**config.mk**
```make
export PLATFORM = sky130hd
export DESIGN_NAME = ip_stride_l2_prefetcher_core
export DESIGN_NICKNAME = d
export VERILOG_FILES = /design/src/rtl/ipsp_pkg.sv /design/src/rtl/ip_stride_l2_prefetcher_core.sv /design/src/rtl/ipsp_step_unit.sv /design/src/rtl/ipsp_table.sv /design/src/rtl/ipsp_ctrl.sv
export SDC_FILE = /design/constraint.sdc
export NUM_CORES = 2
export LEC_CHECK = 0
export ABC_AREA = 1
export BUFFER_PORTS_ARGS = -buffer_cell sky130_fd_sc_hd__clkbuf_2
export CAP_MARGIN = 15
export CORE_AREA = 2 2 384 462
export DETAILED_ROUTE_END_ITERATION = 6
export DIE_AREA = 0 0 386 464
export PLACE_DENSITY = 0.53
export SYNTH_ARGS = -nofsm -noshare
export SYNTH_HDL_FRONTEND = slang
export SYNTH_SLANG_ARGS = --single-unit
```
**constraint.sdc**
```tcl
create_clock -name clk_i -period 7.5 [get_ports clk_i]
set_clock_uncertainty 0.1 [all_clocks]
set_input_delay 1.125 -clock clk_i [delete_from_list [all_inputs] [get_ports clk_i]]
set_output_delay 1.125 -clock clk_i [all_outputs]
set_load 0.05 [all_outputs]
```
**src/rtl/ipsp_pkg.sv**
```systemverilog
// Package for the IP stride L2 prefetcher: sizes, class codes, table types,
// sequencer states and small helper functions. No dependencies.
`default_nettype none

package ipsp_pkg;

  localparam int INDEX_BITS       = 6;
  localparam int TAG_BITS         = 9;
  localparam int LINE_OFFSET_BITS = 6;
  localparam int PAGE_OFFSET_BITS = 12;
  localparam int ADDR_BITS        = 48;

  localparam int ENTRIES        = 1 << INDEX_BITS;
  localparam int LINE_BITS      = ADDR_BITS - LINE_OFFSET_BITS;
  localparam int PAGE_LINE_BITS = PAGE_OFFSET_BITS - LINE_OFFSET_BITS;

  localparam int IP_W    = 15;
  localparam int META_W  = 13;
  localparam int CLS_W   = 4;
  localparam int STR_W   = 7;
  localparam int MAG_W   = 6;
  localparam int DEG_W   = 3;
  localparam int CNT_W   = 4;
  localparam int IPX_W   = IP_W + INDEX_BITS + TAG_BITS;

  localparam int META_CLS_LSB = 8;
  localparam int META_SPEC    = 12;
  localparam int STR_SIGN     = 6;

  localparam int APB_ADDR_W = 3;
  localparam int APB_DATA_W = 32;

  localparam logic REG_BASE_DEGREE = 1'b0;

  localparam logic [CLS_W-1:0] CLS_STREAM = 4'd1;
  localparam logic [CLS_W-1:0] CLS_CONST  = 4'd2;
  localparam logic [CLS_W-1:0] CLS_SPEC   = 4'd3;
  localparam logic [CLS_W-1:0] CLS_NEXT   = 4'd4;

  localparam logic [DEG_W-1:0] DEG_MAX   = 3'd4;
  localparam logic [DEG_W-1:0] DEG_RESET = 3'd3;

  typedef logic [LINE_BITS-1:0] line_t;

  typedef struct packed {
    logic [TAG_BITS-1:0] tag;
    logic [CLS_W-1:0]    cls;
    logic [STR_W-1:0]    stride;
  } entry_t;

  typedef struct packed {
    logic                  rd_en;
    logic [INDEX_BITS-1:0] rd_idx;
    logic                  wr_en;
    logic [INDEX_BITS-1:0] wr_idx;
    logic                  wr_valid;
    entry_t                wr_entry;
  } tbl_req_t;

  typedef struct packed {
    logic   valid;
    entry_t entry;
  } tbl_rsp_t;

  typedef enum logic [2:0] {
    ST_IDLE,
    ST_LOOKUP,
    ST_STRIDE,
    ST_NEXT,
    ST_FINISH
  } state_e;

  function automatic logic [TAG_BITS-1:0] ip_tag(input logic [IP_W-1:0] ip);
    logic [IPX_W-1:0] ipx;
    ipx = IPX_W'(ip);
    return ipx[INDEX_BITS +: TAG_BITS];
  endfunction

  function automatic logic [META_W-1:0] fill_meta(input logic [CLS_W-1:0] cls,
                                                  input logic spec);
    return {spec, cls, 7'd0, 1'b1};
  endfunction

endpackage

`default_nettype wire

```
**src/rtl/ip_stride_l2_prefetcher_core.sv**
```systemverilog
// Top level of the IP stride L2 prefetcher: APB register, IP table, sequencer.
// Depends on ipsp_pkg, ipsp_table, ipsp_ctrl.
//
// Usage:
//   An access transfer is taken at a rising edge with start high and busy low.
//   The access looks up a 64-entry direct-mapped table by its IP bits, then a
//   sequencer steps one shared line adder to produce prefetch line addresses.
//   Each prefetch shows on the result ports for one cycle with
//   prefetch_valid_o high; last_flag_o marks the final one of the access.
//   Results of a stride run come one per cycle in ST_STRIDE and ST_FINISH,
//   with a gap before the last when the page cuts the run short; a plain
//   next line, or the next-line fallback after a stride leaves the page at
//   once, shows in ST_FINISH. busy stays high through the table read, one
//   adder step per prefetch and the table write.
//   The receiver cannot stall: every result strobe is one transfer.
//   base_degree lives at APB addresses 0 to 3 (paddr[2] low; reset value 3);
//   write it only while busy is low. Reset clears the speculative bit and, at
//   once through per-entry valid flags, the table; no clearing pass is needed.
`default_nettype none

module ip_stride_l2_prefetcher_core (
  input  logic                                 clk_i,
  input  logic                                 rst_ni,
  input  logic                                 psel,
  input  logic                                 penable,
  input  logic                                 pwrite,
  input  logic [ipsp_pkg::APB_ADDR_W-1:0]      paddr,
  input  logic [ipsp_pkg::APB_DATA_W-1:0]      pwdata,
  output logic [ipsp_pkg::APB_DATA_W-1:0]      prdata,
  output logic                                 pready,
  input  logic                                 start,
  output logic                                 busy,
  input  logic [ipsp_pkg::ADDR_BITS-1:0]       access_addr_i,
  input  logic [ipsp_pkg::IP_W-1:0]            access_ip_i,
  input  logic                                 is_prefetch_i,
  input  logic [ipsp_pkg::META_W-1:0]          meta_in_i,
  output logic                                 prefetch_valid_o,
  output logic [ipsp_pkg::ADDR_BITS-1:0]       prefetch_addr_o,
  output logic [ipsp_pkg::META_W-1:0]          fill_meta_o,
  output logic                                 last_flag_o
);
  import ipsp_pkg::*;

  logic [DEG_W-1:0] base_degree_q;
  logic             reg_sel;
  tbl_req_t         tbl_req;
  tbl_rsp_t         tbl_rsp;

  assign pready  = 1'b1;
  assign reg_sel = (paddr[APB_ADDR_W-1] == REG_BASE_DEGREE);
  assign prdata  = reg_sel ? APB_DATA_W'(base_degree_q) : '0;

  always_ff @(posedge clk_i or negedge rst_ni) begin
    if (!rst_ni) begin
      base_degree_q <= DEG_RESET;
    end else if (psel && penable && pwrite && pready && reg_sel) begin
      base_degree_q <= pwdata[DEG_W-1:0];
    end
  end

  ipsp_table u_table (
    .clk_i  (clk_i),
    .rst_ni (rst_ni),
    .req_i  (tbl_req),
    .rsp_o  (tbl_rsp)
  );

  ipsp_ctrl u_ctrl (
    .clk_i            (clk_i),
    .rst_ni           (rst_ni),
    .start            (start),
    .busy             (busy),
    .access_addr_i    (access_addr_i),
    .access_ip_i      (access_ip_i),
    .is_prefetch_i    (is_prefetch_i),
    .meta_in_i        (meta_in_i),
    .base_degree_i    (base_degree_q),
    .tbl_req_o        (tbl_req),
    .tbl_rsp_i        (tbl_rsp),
    .prefetch_valid_o (prefetch_valid_o),
    .prefetch_addr_o  (prefetch_addr_o),
    .fill_meta_o      (fill_meta_o),
    .last_flag_o      (last_flag_o)
  );

endmodule

`default_nettype wire

```
**src/rtl/ipsp_step_unit.sv**
```systemverilog
// Shared line-step unit: adds or subtracts a line distance and checks the page.
// Depends on ipsp_pkg.
`default_nettype none

module ipsp_step_unit (
  input  ipsp_pkg::line_t           base_i,
  input  ipsp_pkg::line_t           page_ref_i,
  input  logic [ipsp_pkg::MAG_W-1:0] mag_i,
  input  logic                      neg_i,
  output ipsp_pkg::line_t           cand_o,
  output logic                      in_page_o
);
  import ipsp_pkg::*;

  line_t step_len;

  assign step_len  = LINE_BITS'(mag_i);
  assign cand_o    = neg_i ? (base_i - step_len) : (base_i + step_len);
  assign in_page_o = (cand_o[LINE_BITS-1:PAGE_LINE_BITS] ==
                      page_ref_i[LINE_BITS-1:PAGE_LINE_BITS]);

endmodule

`default_nettype wire

```
**src/rtl/ipsp_table.sv**
```systemverilog
// Direct-mapped IP table: entry memory with registered read, written and
// valid bits in flip-flops. Depends on ipsp_pkg.
`default_nettype none

module ipsp_table (
  input  logic               clk_i,
  input  logic               rst_ni,
  input  ipsp_pkg::tbl_req_t req_i,
  output ipsp_pkg::tbl_rsp_t rsp_o
);
  import ipsp_pkg::*;

  entry_t             mem_q [ENTRIES];
  entry_t             rd_q;
  logic [ENTRIES-1:0] written_q;
  logic [ENTRIES-1:0] valid_q;
  logic               rd_written_q;
  logic               rd_valid_q;

  always_ff @(posedge clk_i) begin
    if (req_i.wr_en) begin
      mem_q[req_i.wr_idx] <= req_i.wr_entry;
    end
    if (req_i.rd_en) begin
      rd_q <= mem_q[req_i.rd_idx];
    end
  end

  always_ff @(posedge clk_i or negedge rst_ni) begin
    if (!rst_ni) begin
      written_q    <= '0;
      valid_q      <= '0;
      rd_written_q <= 1'b0;
      rd_valid_q   <= 1'b0;
    end else begin
      if (req_i.wr_en) begin
        written_q[req_i.wr_idx] <= 1'b1;
        valid_q[req_i.wr_idx]   <= req_i.wr_valid;
      end
      if (req_i.rd_en) begin
        rd_written_q <= written_q[req_i.rd_idx];
        rd_valid_q   <= valid_q[req_i.rd_idx];
      end
    end
  end

  assign rsp_o.valid = rd_valid_q;
  assign rsp_o.entry = rd_written_q ? rd_q : '0;

endmodule

`default_nettype wire

```
**src/rtl/ipsp_ctrl.sv**
```systemverilog
// Sequencer of the prefetcher: table lookup, stride run over the shared step
// unit, next-line fallback and table update. Depends on ipsp_pkg, ipsp_step_unit.
`default_nettype none

module ipsp_ctrl (
  input  logic                               clk_i,
  input  logic                               rst_ni,
  input  logic                               start,
  output logic                               busy,
  input  logic [ipsp_pkg::ADDR_BITS-1:0]     access_addr_i,
  input  logic [ipsp_pkg::IP_W-1:0]          access_ip_i,
  input  logic                               is_prefetch_i,
  input  logic [ipsp_pkg::META_W-1:0]        meta_in_i,
  input  logic [ipsp_pkg::DEG_W-1:0]         base_degree_i,
  output ipsp_pkg::tbl_req_t                 tbl_req_o,
  input  ipsp_pkg::tbl_rsp_t                 tbl_rsp_i,
  output logic                               prefetch_valid_o,
  output logic [ipsp_pkg::ADDR_BITS-1:0]     prefetch_addr_o,
  output logic [ipsp_pkg::META_W-1:0]        fill_meta_o,
  output logic                               last_flag_o
);
  import ipsp_pkg::*;

  state_e                state_q, state_d;
  line_t                 line_q, line_d;
  logic [INDEX_BITS-1:0] idx_q, idx_d;
  logic [TAG_BITS-1:0]   tag_q, tag_d;
  logic                  is_pf_q, is_pf_d;
  logic [CLS_W-1:0]      cls_in_q, cls_in_d;
  logic [STR_W-1:0]      str_in_q, str_in_d;
  logic                  spec_in_q, spec_in_d;
  logic                  spec_q, spec_d;
  entry_t                ent_q, ent_d;
  logic                  ent_valid_q, ent_valid_d;
  line_t                 acc_q, acc_d;
  logic [MAG_W-1:0]      mag_q, mag_d;
  logic                  neg_q, neg_d;
  logic [CNT_W-1:0]      cnt_q, cnt_d;
  logic [CNT_W-1:0]      deg_q, deg_d;
  logic                  pend_v_q, pend_v_d;
  line_t                 pend_line_q, pend_line_d;
  logic [META_W-1:0]     pend_meta_q, pend_meta_d;

  logic                  hit;
  logic [CLS_W-1:0]      eff_cls;
  logic [STR_W-1:0]      eff_str;
  logic                  eff_spec;
  logic [DEG_W-1:0]      deg_lim;
  logic [CNT_W-1:0]      deg_run;
  logic                  stride_ok;
  line_t                 step_base;
  logic [MAG_W-1:0]      step_mag;
  logic                  step_neg;
  line_t                 cand;
  logic                  in_page;

  assign hit      = (tbl_rsp_i.entry.tag == tag_q);
  assign eff_cls  = is_pf_q ? cls_in_q : tbl_rsp_i.entry.cls;
  assign eff_str  = is_pf_q ? str_in_q : tbl_rsp_i.entry.stride;
  assign eff_spec = is_pf_q ? spec_in_q : spec_q;
  assign deg_lim  = (base_degree_i > DEG_MAX) ? DEG_MAX : base_degree_i;
  assign deg_run  = (eff_cls == CLS_STREAM) ? CNT_W'({deg_lim, 1'b0}) : CNT_W'(deg_lim);
  assign stride_ok = hit && ((eff_cls == CLS_STREAM) || (eff_cls == CLS_CONST)) &&
                     (eff_str[MAG_W-1:0] != '0) && (deg_lim != '0);

  always_comb begin
    step_base = line_q;
    step_mag  = MAG_W'(1);
    step_neg  = 1'b0;
    case (state_q)
      ST_LOOKUP: begin
        if (stride_ok) begin
          step_mag = eff_str[MAG_W-1:0];
          step_neg = eff_str[STR_SIGN];
        end
      end
      ST_STRIDE: begin
        step_base = acc_q;
        step_mag  = mag_q;
        step_neg  = neg_q;
      end
      default: begin
      end
    endcase
  end

  ipsp_step_unit u_step (
    .base_i     (step_base),
    .page_ref_i (line_q),
    .mag_i      (step_mag),
    .neg_i      (step_neg),
    .cand_o     (cand),
    .in_page_o  (in_page)
  );

  always_ff @(posedge clk_i or negedge rst_ni) begin
    if (!rst_ni) begin
      state_q  <= ST_IDLE;
      spec_q   <= 1'b0;
      pend_v_q <= 1'b0;
    end else begin
      state_q  <= state_d;
      spec_q   <= spec_d;
      pend_v_q <= pend_v_d;
    end
  end

  always_ff @(posedge clk_i) begin
    line_q      <= line_d;
    idx_q       <= idx_d;
    tag_q       <= tag_d;
    is_pf_q     <= is_pf_d;
    cls_in_q    <= cls_in_d;
    str_in_q    <= str_in_d;
    spec_in_q   <= spec_in_d;
    ent_q       <= ent_d;
    ent_valid_q <= ent_valid_d;
    acc_q       <= acc_d;
    mag_q       <= mag_d;
    neg_q       <= neg_d;
    cnt_q       <= cnt_d;
    deg_q       <= deg_d;
    pend_line_q <= pend_line_d;
    pend_meta_q <= pend_meta_d;
  end

  always_comb begin
    state_d     = state_q;
    line_d      = line_q;
    idx_d       = idx_q;
    tag_d       = tag_q;
    is_pf_d     = is_pf_q;
    cls_in_d    = cls_in_q;
    str_in_d    = str_in_q;
    spec_in_d   = spec_in_q;
    spec_d      = spec_q;
    ent_d       = ent_q;
    ent_valid_d = ent_valid_q;
    acc_d       = acc_q;
    mag_d       = mag_q;
    neg_d       = neg_q;
    cnt_d       = cnt_q;
    deg_d       = deg_q;
    pend_v_d    = pend_v_q;
    pend_line_d = pend_line_q;
    pend_meta_d = pend_meta_q;

    busy             = (state_q != ST_IDLE);
    prefetch_valid_o = 1'b0;
    last_flag_o      = 1'b0;
    tbl_req_o        = '0;
    tbl_req_o.rd_idx = access_ip_i[INDEX_BITS-1:0];
    tbl_req_o.wr_idx = idx_q;
    tbl_req_o.wr_valid = ent_valid_q;
    tbl_req_o.wr_entry = ent_q;

    case (state_q)
      ST_IDLE: begin
        if (start) begin
          tbl_req_o.rd_en = 1'b1;
          line_d    = access_addr_i[ADDR_BITS-1:LINE_OFFSET_BITS];
          idx_d     = access_ip_i[INDEX_BITS-1:0];
          tag_d     = ip_tag(access_ip_i);
          is_pf_d   = is_prefetch_i;
          cls_in_d  = meta_in_i[META_CLS_LSB +: CLS_W];
          str_in_d  = meta_in_i[STR_W-1:0];
          spec_in_d = meta_in_i[META_SPEC];
          pend_v_d  = 1'b0;
          state_d   = ST_LOOKUP;
        end
      end
      ST_LOOKUP: begin
        state_d = ST_FINISH;
        if (!hit) begin
          ent_d       = tbl_rsp_i.valid ? tbl_rsp_i.entry :
                        entry_t'{tag: tag_q, cls: cls_in_q, stride: str_in_q};
          ent_valid_d = 1'b0;
          if (in_page) begin
            pend_v_d    = 1'b1;
            pend_line_d = cand;
            pend_meta_d = '0;
          end
        end else begin
          ent_d       = '{tag: tag_q, cls: eff_cls, stride: eff_str};
          ent_valid_d = 1'b1;
          if (is_pf_q) begin
            spec_d = spec_in_q;
          end
          if (stride_ok) begin
            mag_d = eff_str[MAG_W-1:0];
            neg_d = eff_str[STR_SIGN];
            deg_d = deg_run;
            if (in_page) begin
              pend_v_d    = 1'b1;
              pend_line_d = cand;
              pend_meta_d = fill_meta(eff_cls, eff_spec);
              acc_d       = cand;
              cnt_d       = CNT_W'(1);
              if (deg_run != CNT_W'(1)) begin
                state_d = ST_STRIDE;
              end
            end else if (eff_spec) begin
              state_d = ST_NEXT;
            end
          end else if (eff_spec && in_page) begin
            pend_v_d    = 1'b1;
            pend_line_d = cand;
            pend_meta_d = fill_meta(CLS_NEXT, 1'b1);
            ent_d.cls   = CLS_SPEC;
          end
        end
      end
      ST_STRIDE: begin
        state_d = ST_FINISH;
        if (in_page) begin
          prefetch_valid_o = 1'b1;
          pend_line_d      = cand;
          acc_d            = cand;
          cnt_d            = cnt_q + CNT_W'(1);
          if ((cnt_q + CNT_W'(1)) != deg_q) begin
            state_d = ST_STRIDE;
          end
        end
      end
      ST_NEXT: begin
        state_d = ST_FINISH;
        if (in_page) begin
          pend_v_d    = 1'b1;
          pend_line_d = cand;
          pend_meta_d = fill_meta(CLS_NEXT, spec_q);
          ent_d.cls   = CLS_SPEC;
        end
      end
      ST_FINISH: begin
        tbl_req_o.wr_en  = 1'b1;
        prefetch_valid_o = pend_v_q;
        last_flag_o      = 1'b1;
        pend_v_d         = 1'b0;
        state_d          = ST_IDLE;
      end
      default: begin
        state_d = ST_IDLE;
      end
    endcase
  end

  assign prefetch_addr_o = {pend_line_q, {LINE_OFFSET_BITS{1'b0}}};
  assign fill_meta_o     = pend_meta_q;

endmodule

`default_nettype wire

```
* Word level (Yosys, flattened, before mapping)
Memory sizes are Yosys's and may differ from the RTL's. A register that Yosys moved wholly into a read port is not among the register bits.
Index checks and enable logic that the tools add are counted.
** Storage, ports and cells
- Latch bits :: 0
- Output and inout port bits :: 97
- Register bits :: 341
- Memory bits (read-only) :: 0
- Bits in writable memories :: 1280
- Memories kept :: 1
** Memories
- u_table.mem_q :: words 64, width 20, read ports 1, clocked after memory_dff 1, wr ports 1, RTL line ipsp_table.sv:13 : entry_t mem_q [ENTRIES];
** Cells by class
- $lt $le $gt $ge :: 4
- Shift-type cells :: 0
- Add/sub/neg operators :: 3
- Multipliers :: 0
- Divide/modulo/power cells :: 0
- Mux-type cells :: 70
- Bitwise logic cells :: 2
- Reduce and logical (&&, ||, !) cells :: 27
- Equality and inequality tests :: 19
** Operators by type and width (number)
- $mux W42 :: 9
- $pmux W42 S2 :: 2
- $mux W13 :: 6
- $bwmux W64 :: 1
- $or A64 B64 Y64 :: 1
- $mux W20 :: 3
- $add A42 B6 Y42 :: 1
- $sub A42 B6 Y42 :: 1
- $eq A36 B36 Y1 :: 1
- $mux W4 :: 9
- $mux W3 :: 10
- $pmux W13 S2 :: 1
- $mux W1 :: 17
- $pmux W4 S2 :: 2
- $lt A6 B7 Y1 const B :: 2
- $bmux W1 S6 :: 2
- $pmux W3 S4 :: 1
- $pmux W6 S2 :: 1
- $ne A2 B1 Y1 const B :: 5
- $reduce_and A5 Y1 :: 2
- $eq A9 B9 Y1 :: 1
- $reduce_and A3 Y1 :: 3
- $logic_and A1 B1 Y1 :: 8
- $reduce_and A2 Y1 :: 4
- 27 further kinds :: 32

* Longest topological paths before layout
- Depth after elaboration :: 17
- Gate-level depth with buffers :: 43
- Depth with buffers taken out :: 42

* Cells and area by module
A second synthesis with hierarchy kept.
** Unflattened totals
- Cells, all modules :: 6534
- Area total of the unflattened synthesis :: 71004.3 µm²
** Modules (own cells, without submodules)
- ipsp_table :: times used 1, seq. area each 42290.6 µm², area an instance 57548.9 µm², cells an instance 4770
- ipsp_ctrl :: times used 1, seq. area each 6010.8 µm², area an instance 8735.9 µm², cells an instance 823
- ipsp_step_unit :: times used 1, seq. area each 0.0 µm², area an instance 4325.4 µm², cells an instance 886
- ip_stride_l2_prefetcher_core :: times used 1, seq. area each 77.6 µm², area an instance 394.1 µm², cells an instance 55

* Least setup slack after synthesis
Ideal clock, no wire load.
- Kind :: reg2reg
- Start :: register u_ctrl.state_q[2]
- End :: register u_ctrl.pend_line_q[0] (enable)
- Library setup time :: 442 ps
- Stages on the path, launching flop included :: 29
- Buffers on the path :: 0
- Data arrival time :: 6474 ps
- Setup slack :: 484 ps
- Path through :: dfrtp_1 -> nor2_1 -> inv_1 -> nor2_2 -> inv_1 -> nor2_8 -> nand2_2 -> nand2_2 -> nor3_1 -> ha_1 -> or2_2 -> ha_1 -> nand2_1 -> nor2_1 -> inv_1 -> nor4_1 -> nand2_1 -> nand2_1 -> xor2_2 -> inv_1 -> nand2_1 -> nand2_1 -> nor2_1 -> nand4_1 -> nor2_4 -> nand3_1 -> nand2_1 -> nand2_1 -> nor2_1
** Between the ends
- Word-level cells in the longest chain between the ends :: 8
** Ends and longest elaborated chain
- start, declared :: RTL line ipsp_ctrl.sv:24 : state_e state_q, state_d;
- start signal, assigned :: RTL line ipsp_ctrl.sv:102 : state_q <= state_d;
- $eq A3 B2 Y1 / $eq A3 B1 Y1 (equally long branches) :: RTL line ipsp_ctrl.sv:70 : case (state_q)
- $pmux W6 S2 / $mux W42 (equally long branches) :: RTL line ipsp_ctrl.sv:70
- $add A42 B6 Y42 / $sub A42 B6 Y42 (equally long branches) :: RTL line ipsp_step_unit.sv:18 : assign cand_o = neg_i ? (base_i - step_len) : (base_i + step_len);
- $mux W42 * :: RTL line ipsp_step_unit.sv:18
- via u_ctrl.cand[25] :: RTL line ipsp_ctrl.sv:54 : line_t cand;
- $eq A36 B36 Y1 * :: RTL line ipsp_step_unit.sv:19 : assign in_page_o = (cand_o[LINE_BITS-1:PAGE_LINE_BITS] ==
- $logic_and A1 B1 Y1 * :: RTL line ipsp_ctrl.sv:205 : end else if (eff_spec && in_page) begin
- $ne A4 B4 Y1 (no source line) *
- $reduce_and A2 Y1 (no source line) *
- end signal, assigned :: RTL line ipsp_ctrl.sv:123 : pend_line_q <= pend_line_d;
- end, declared :: RTL line ipsp_ctrl.sv:41 : line_t pend_line_q, pend_line_d;
The timed path passes the listed nets; every way through them passes the cells marked *.
A chain may end at the register's enable or synchronous reset.

* Final worst setup path
- Start :: register u_table.rd_written_q
- End :: output port prefetch_valid_o
** Between the ends
- Word-level cells in the longest chain between the ends :: 14
** Ends and longest elaborated chain
- start, declared :: RTL line ipsp_table.sv:17 : logic rd_written_q;
- start signal, assigned :: RTL line ipsp_table.sv:41 : rd_written_q <= written_q[req_i.rd_idx];
- $mux W20 * :: RTL line ipsp_table.sv:48 : assign rsp_o.entry = rd_written_q ? rd_q : '0;
- $mux W4 :: RTL line ipsp_ctrl.sv:58 : assign eff_cls = is_pf_q ? cls_in_q : tbl_rsp_i.entry.cls;
- $eq A4 B1 Y1 / $eq A4 B2 Y1 (equally long branches) :: RTL line ipsp_ctrl.sv:63 : assign stride_ok = hit && ((eff_cls == CLS_STREAM) || (eff_cls == CLS_CONST)) &&
- $logic_or A1 B1 Y1 :: RTL line ipsp_ctrl.sv:63
- $logic_and A1 B1 Y1 (2 in a row) :: RTL line ipsp_ctrl.sv:63
- $logic_and A1 B1 Y1 :: RTL line ipsp_ctrl.sv:64 : (eff_str[MAG_W-1:0] != '0) && (deg_lim != '0);
- $mux W6 :: RTL line ipsp_ctrl.sv:72 : if (stride_ok) begin
- $pmux W6 S2 :: RTL line ipsp_ctrl.sv:70
- $add A42 B6 Y42 / $sub A42 B6 Y42 (equally long branches) :: RTL line ipsp_step_unit.sv:18
- $mux W42 * :: RTL line ipsp_step_unit.sv:18
- $eq A36 B36 Y1 * :: RTL line ipsp_step_unit.sv:19
- $mux W1 * :: RTL line ipsp_ctrl.sv:215 : if (in_page) begin
- $pmux W1 S2 * :: RTL line ipsp_ctrl.sv:157 : case (state_q)
- end, declared :: RTL line ip_stride_l2_prefetcher_core.sv:37 : output logic prefetch_valid_o,
Mark *: on every way between the ends. The rest lies on a longest branch, timed or not.

==> impl_metrics.py <==
metrics = {
    "die": {
        "core_area_sq_mm": 0.1743,
        "die_h_microns": 464,
        "dieWidth_microns": 386,
        "dieArea_sq_mm": 0.1791,
        "rows": 168,
        "start_util_pct": 39.95,
        "num_io_pins": 215,
    },
    "route": {
        "drt_first_pass_iters": 7,
        "drtIter0Drc": 3991,
        "drc": 1,
        "wl_microns": 210000,
        "routed_via_density": 5.515,
        "wl_per_cell_microns": 24.12,
        "dr_total_vias": 48020,
        "ant_nets": 0,
    },
    "sta": {
        "layout_min_cycle_time_ps": 7315,
        "worst_pin_slew_ps": 1033,
        "slew_headroom_pct": 30.87,
        "drv_slew": 0,
        "setup_violations": 0,
        "fin_setup_tns_ps": 0,
        "maxClockFrequency_mhz": 136.7,
        "fin_crit_sh_pct": 97.53,
        "hold_viol_final": 0,
    },
    "power_and_ir_drop": {
        "internal_power_mw": 18.30,
        "vdd_drop_max_mv": 0.2485,
        "p_clk_share_pct": 29.7,
        "switching_share_pct": 32.58,
        "p_seq_share_pct": 44.1,
        "cellLeakagePower_nw": 28.69,
        "p_total_mw": 27.14,
        "power_frac_comb_pct": 26.2,
        "p_sw_mw": 8.840,
        "power_density_mw_per_mm2": 337.7,
    },
    "grt": {
        "grt_pass1_wl_microns": 302800,
        "grt_pass1_vias": 45220,
        "grt_usage_pct": 22.89,
        "antenna_found_initial": 3,
        "overflow": 0,
        "grt_max_degree": 169,
    },
    "cts": {
        "cts_tree": "yes",
        "clk_path_buf_depth": 3,
        "holdBufCountCts": 0,
        "numCtsBuffers": 169,
        "clk-insertion-delay-late_ps": 820,
        "cts_root_buffer": "clkbuf_16",
        "cts.sinks": 1634,
        "clk_pin_slew_ps": 70,
        "h-tree-depth": 4,
    },
    "synth": {
        "async_flop_share_pct": 8.446,
        "ys_ff_latch": 1634,
        "synthCells": 6109,
        "netlist_area_sq_mm": 0.06961,
        "ys_seq_area_share_pct": 69.50,
        "synth_edf_count": 1496,
        "syn_area_per_cell_sq_um": 11.39,
        "yosysWarnings": 0,
        "ys.flop_type": "edfxtp_1",
        "synth.distinct_cells": 56,
    },
    "worst_setup_path": {
        "crit_type": "reg -> out",
        "critPathLaunch": "u_table.rd_written_q",
        "critPathMaxFanout": 7,
        "reg2reg_to": "u_ctrl.acc_q[34]",
        "r2r_cells": 37,
        "start_kind": "flop",
        "end_kind": "output pin",
        "cp-endpoint": "prefetch_valid_o",
        "ff2ff_setup_slack_ps": 1150,
        "cp_slowest_cell": "dfrtp_2",
        "slowest_delay_ps": 450,
        "crit_required_ps": 6270,
        "r2r-start": "u_table.rd_written_q",
        "crit_arrival_ps": 6090,
    },
    "place": {
        "dp_hpwl_microns": 117900,
        "dp_cells": 8350,
        "postPlaceCellArea_sq_mm": 0.07329,
        "portBuffers": 133,
        "gp_congestion": 0.9474,
    },
    "outcome": {
        "violations": "design-rule violations",
        "status": "complete, but fails checks",
    },
    "worst_hold_path": {
        "hp-class": "in -> async",
    },
    "job": {
        "cap_violations": 0,
    },
    "layout": {
        "drive_above_1_share_pct": 15.68,
        "final_cell_mix": "1496 x edfxtp_1, 1037 x nor2_1, 938 x o21ai_0",
        "layout_commonest_cell": "edfxtp_1",
        "final_nets": 6441,
        "syn_to_final_growth_pct": 15.42,
        "final_core_utilization_pct": 46.11,
        "design_area_sq_mm": 0.08034,
        "final_cells": 8707,
    },
}
[power by group through the flow]
stage | clock [mW] | sequential, mW | combinational (mW)
6_report | 8.07 | 12.0 | 7.10
4_1_cts | 8.23 | 12.0 | 6.50
3_3_place_gp | 0 | 12.1 | 5.96
5_1_grt | 8.56 | 12.0 | 7.73
2_1_floorplan | 0 | 12.8 | 3.26
3_5_place_dp | 0 | 12.1 | 6.04
[cells in the mapped netlist (8+ instances only)]
master	count	share of area, %
a21oi_1	107	0.77
buf_1	14	0.075
buf_4	43	0.46
buf_6	12	0.19
clkbuf_1	313	1.7
dfrtp_1	136	4.9
edfxtp_1	1496	65
ha_1	44	0.79
inv_1	321	1.7
nand2_1	653	3.5
nand2_2	8	0.072
nand3_1	137	0.99
nand4_1	27	0.24
nor2_1	1153	6.2
nor3_1	19	0.14
o211ai_1	24	0.26
o21ai_0	943	6.8
o21ai_1	26	0.19
o21ai_2	18	0.23
o21bai_1	12	0.13
o221ai_1	59	0.74
o22ai_1	360	3.2
o311ai_0	8	0.10
o32ai_1	11	0.14
or2_2	65	0.58
xor2_1	15	0.19
[cell families (layout without fill, tap and decap cells)]
group,count (synthesis),count (layout),synth area share [%]
xor+xnor,26,26,0.4188
compound gates,1598,1598,12.92
fa+ha+maj,45,45,0.8196
simple gates,2088,2088,12.10
flops,1634,1634,69.50
mux,1,1,0.01438
other cells,2,45,0.01079
buf+inv,715,975,4.220
[registers in the layout, indices dropped and copies added, names as in the netlist, 3 cells and up]
signal,flops
u_ctrl.tag_q,9
u_ctrl.cnt_q,4
u_ctrl.pend_line_q,42
u_ctrl.deg_q,4
u_ctrl.str_in_q,7
u_ctrl.tbl_req_o,20
u_ctrl.mag_q,6
u_table.rd_q,20
u_ctrl.fill_meta_o,6
u_ctrl.cls_in_q,4
u_ctrl.acc_q,42
u_ctrl.idx_q,6
base_degree_q,3
u_ctrl.line_q,42
u_table.mem_q,1280
u_ctrl.state_q,3
u_table.valid_q,64
u_table.written_q,64
[cell type report]
cell class                      instances  area (sq um)
Antenna cell                            1         2.502
Clock buffer                          228          4627
Clock inverter                         76         586.8
Fill cell                           15800         93910
Inverter                              331          1262
Multi-Input combinational cell       3802         19940
Sequential cell                      1634         48380
Tap cell                             2295          2872
Timing Repair Buffer                  340          2670
[how the worst min path moves through the flow]
stage                          start               endpoint  slack, ps  cells after the start
2_1_floorplan  u_table.written_q[10]  u_table.written_q[10]        330                      1
3_3_place_gp    u_table.written_q[2]   u_table.written_q[2]        340                      1
3_5_place_dp    u_table.written_q[2]   u_table.written_q[2]        350                      1
4_1_cts                       rst_ni  u_table.written_q[50]        290                      1
5_1_grt                       rst_ni  u_table.written_q[50]        350                      1
6_report                      rst_ni  u_table.written_q[50]        300                      1
[metrics by stage]
stage / setup WS (ps) / hold WS [ps]
after floorplan: 483.7 / 333.7
after global placement: 395.2 / 344.3
after detailed placement: 375.2 / 346.8
after CTS: 1.378 / 294.6
after global routing: -98.73 / 349.2
final: 184.9 / 296.1
[critical path: cells and delay by family, from the launching register on]
kind	cells	cell delay, ps
compound gates	6	1010
flops	1	450
fa+ha+maj	2	430
simple gates	17	2030
buf+inv	10	1350
[metal layers]
layer / wire length (microns) / part of all wire (%) / vias up / track usage (%)
li1: - / - / 22100 / -
met1: 90000 / 43 / 23980 / 31.20
met3: 12050 / 5.7 / 337 / 2.906
met5: 0 / 0 / - / 0
met4: 6524 / 3.1 / 0 / 7.228
met2: 101500 / 48 / 1595 / 37.91
[timing repair]
action | 4_1_cts | 5_1_grt
cloned | 4 | 0
gates resized for setup | 128 | 215
pin swaps | 22 | 87
setup endpoints to repair | 1 | 1
buffers inserted | 14 | 34
(Power assumes the default switching activity.)
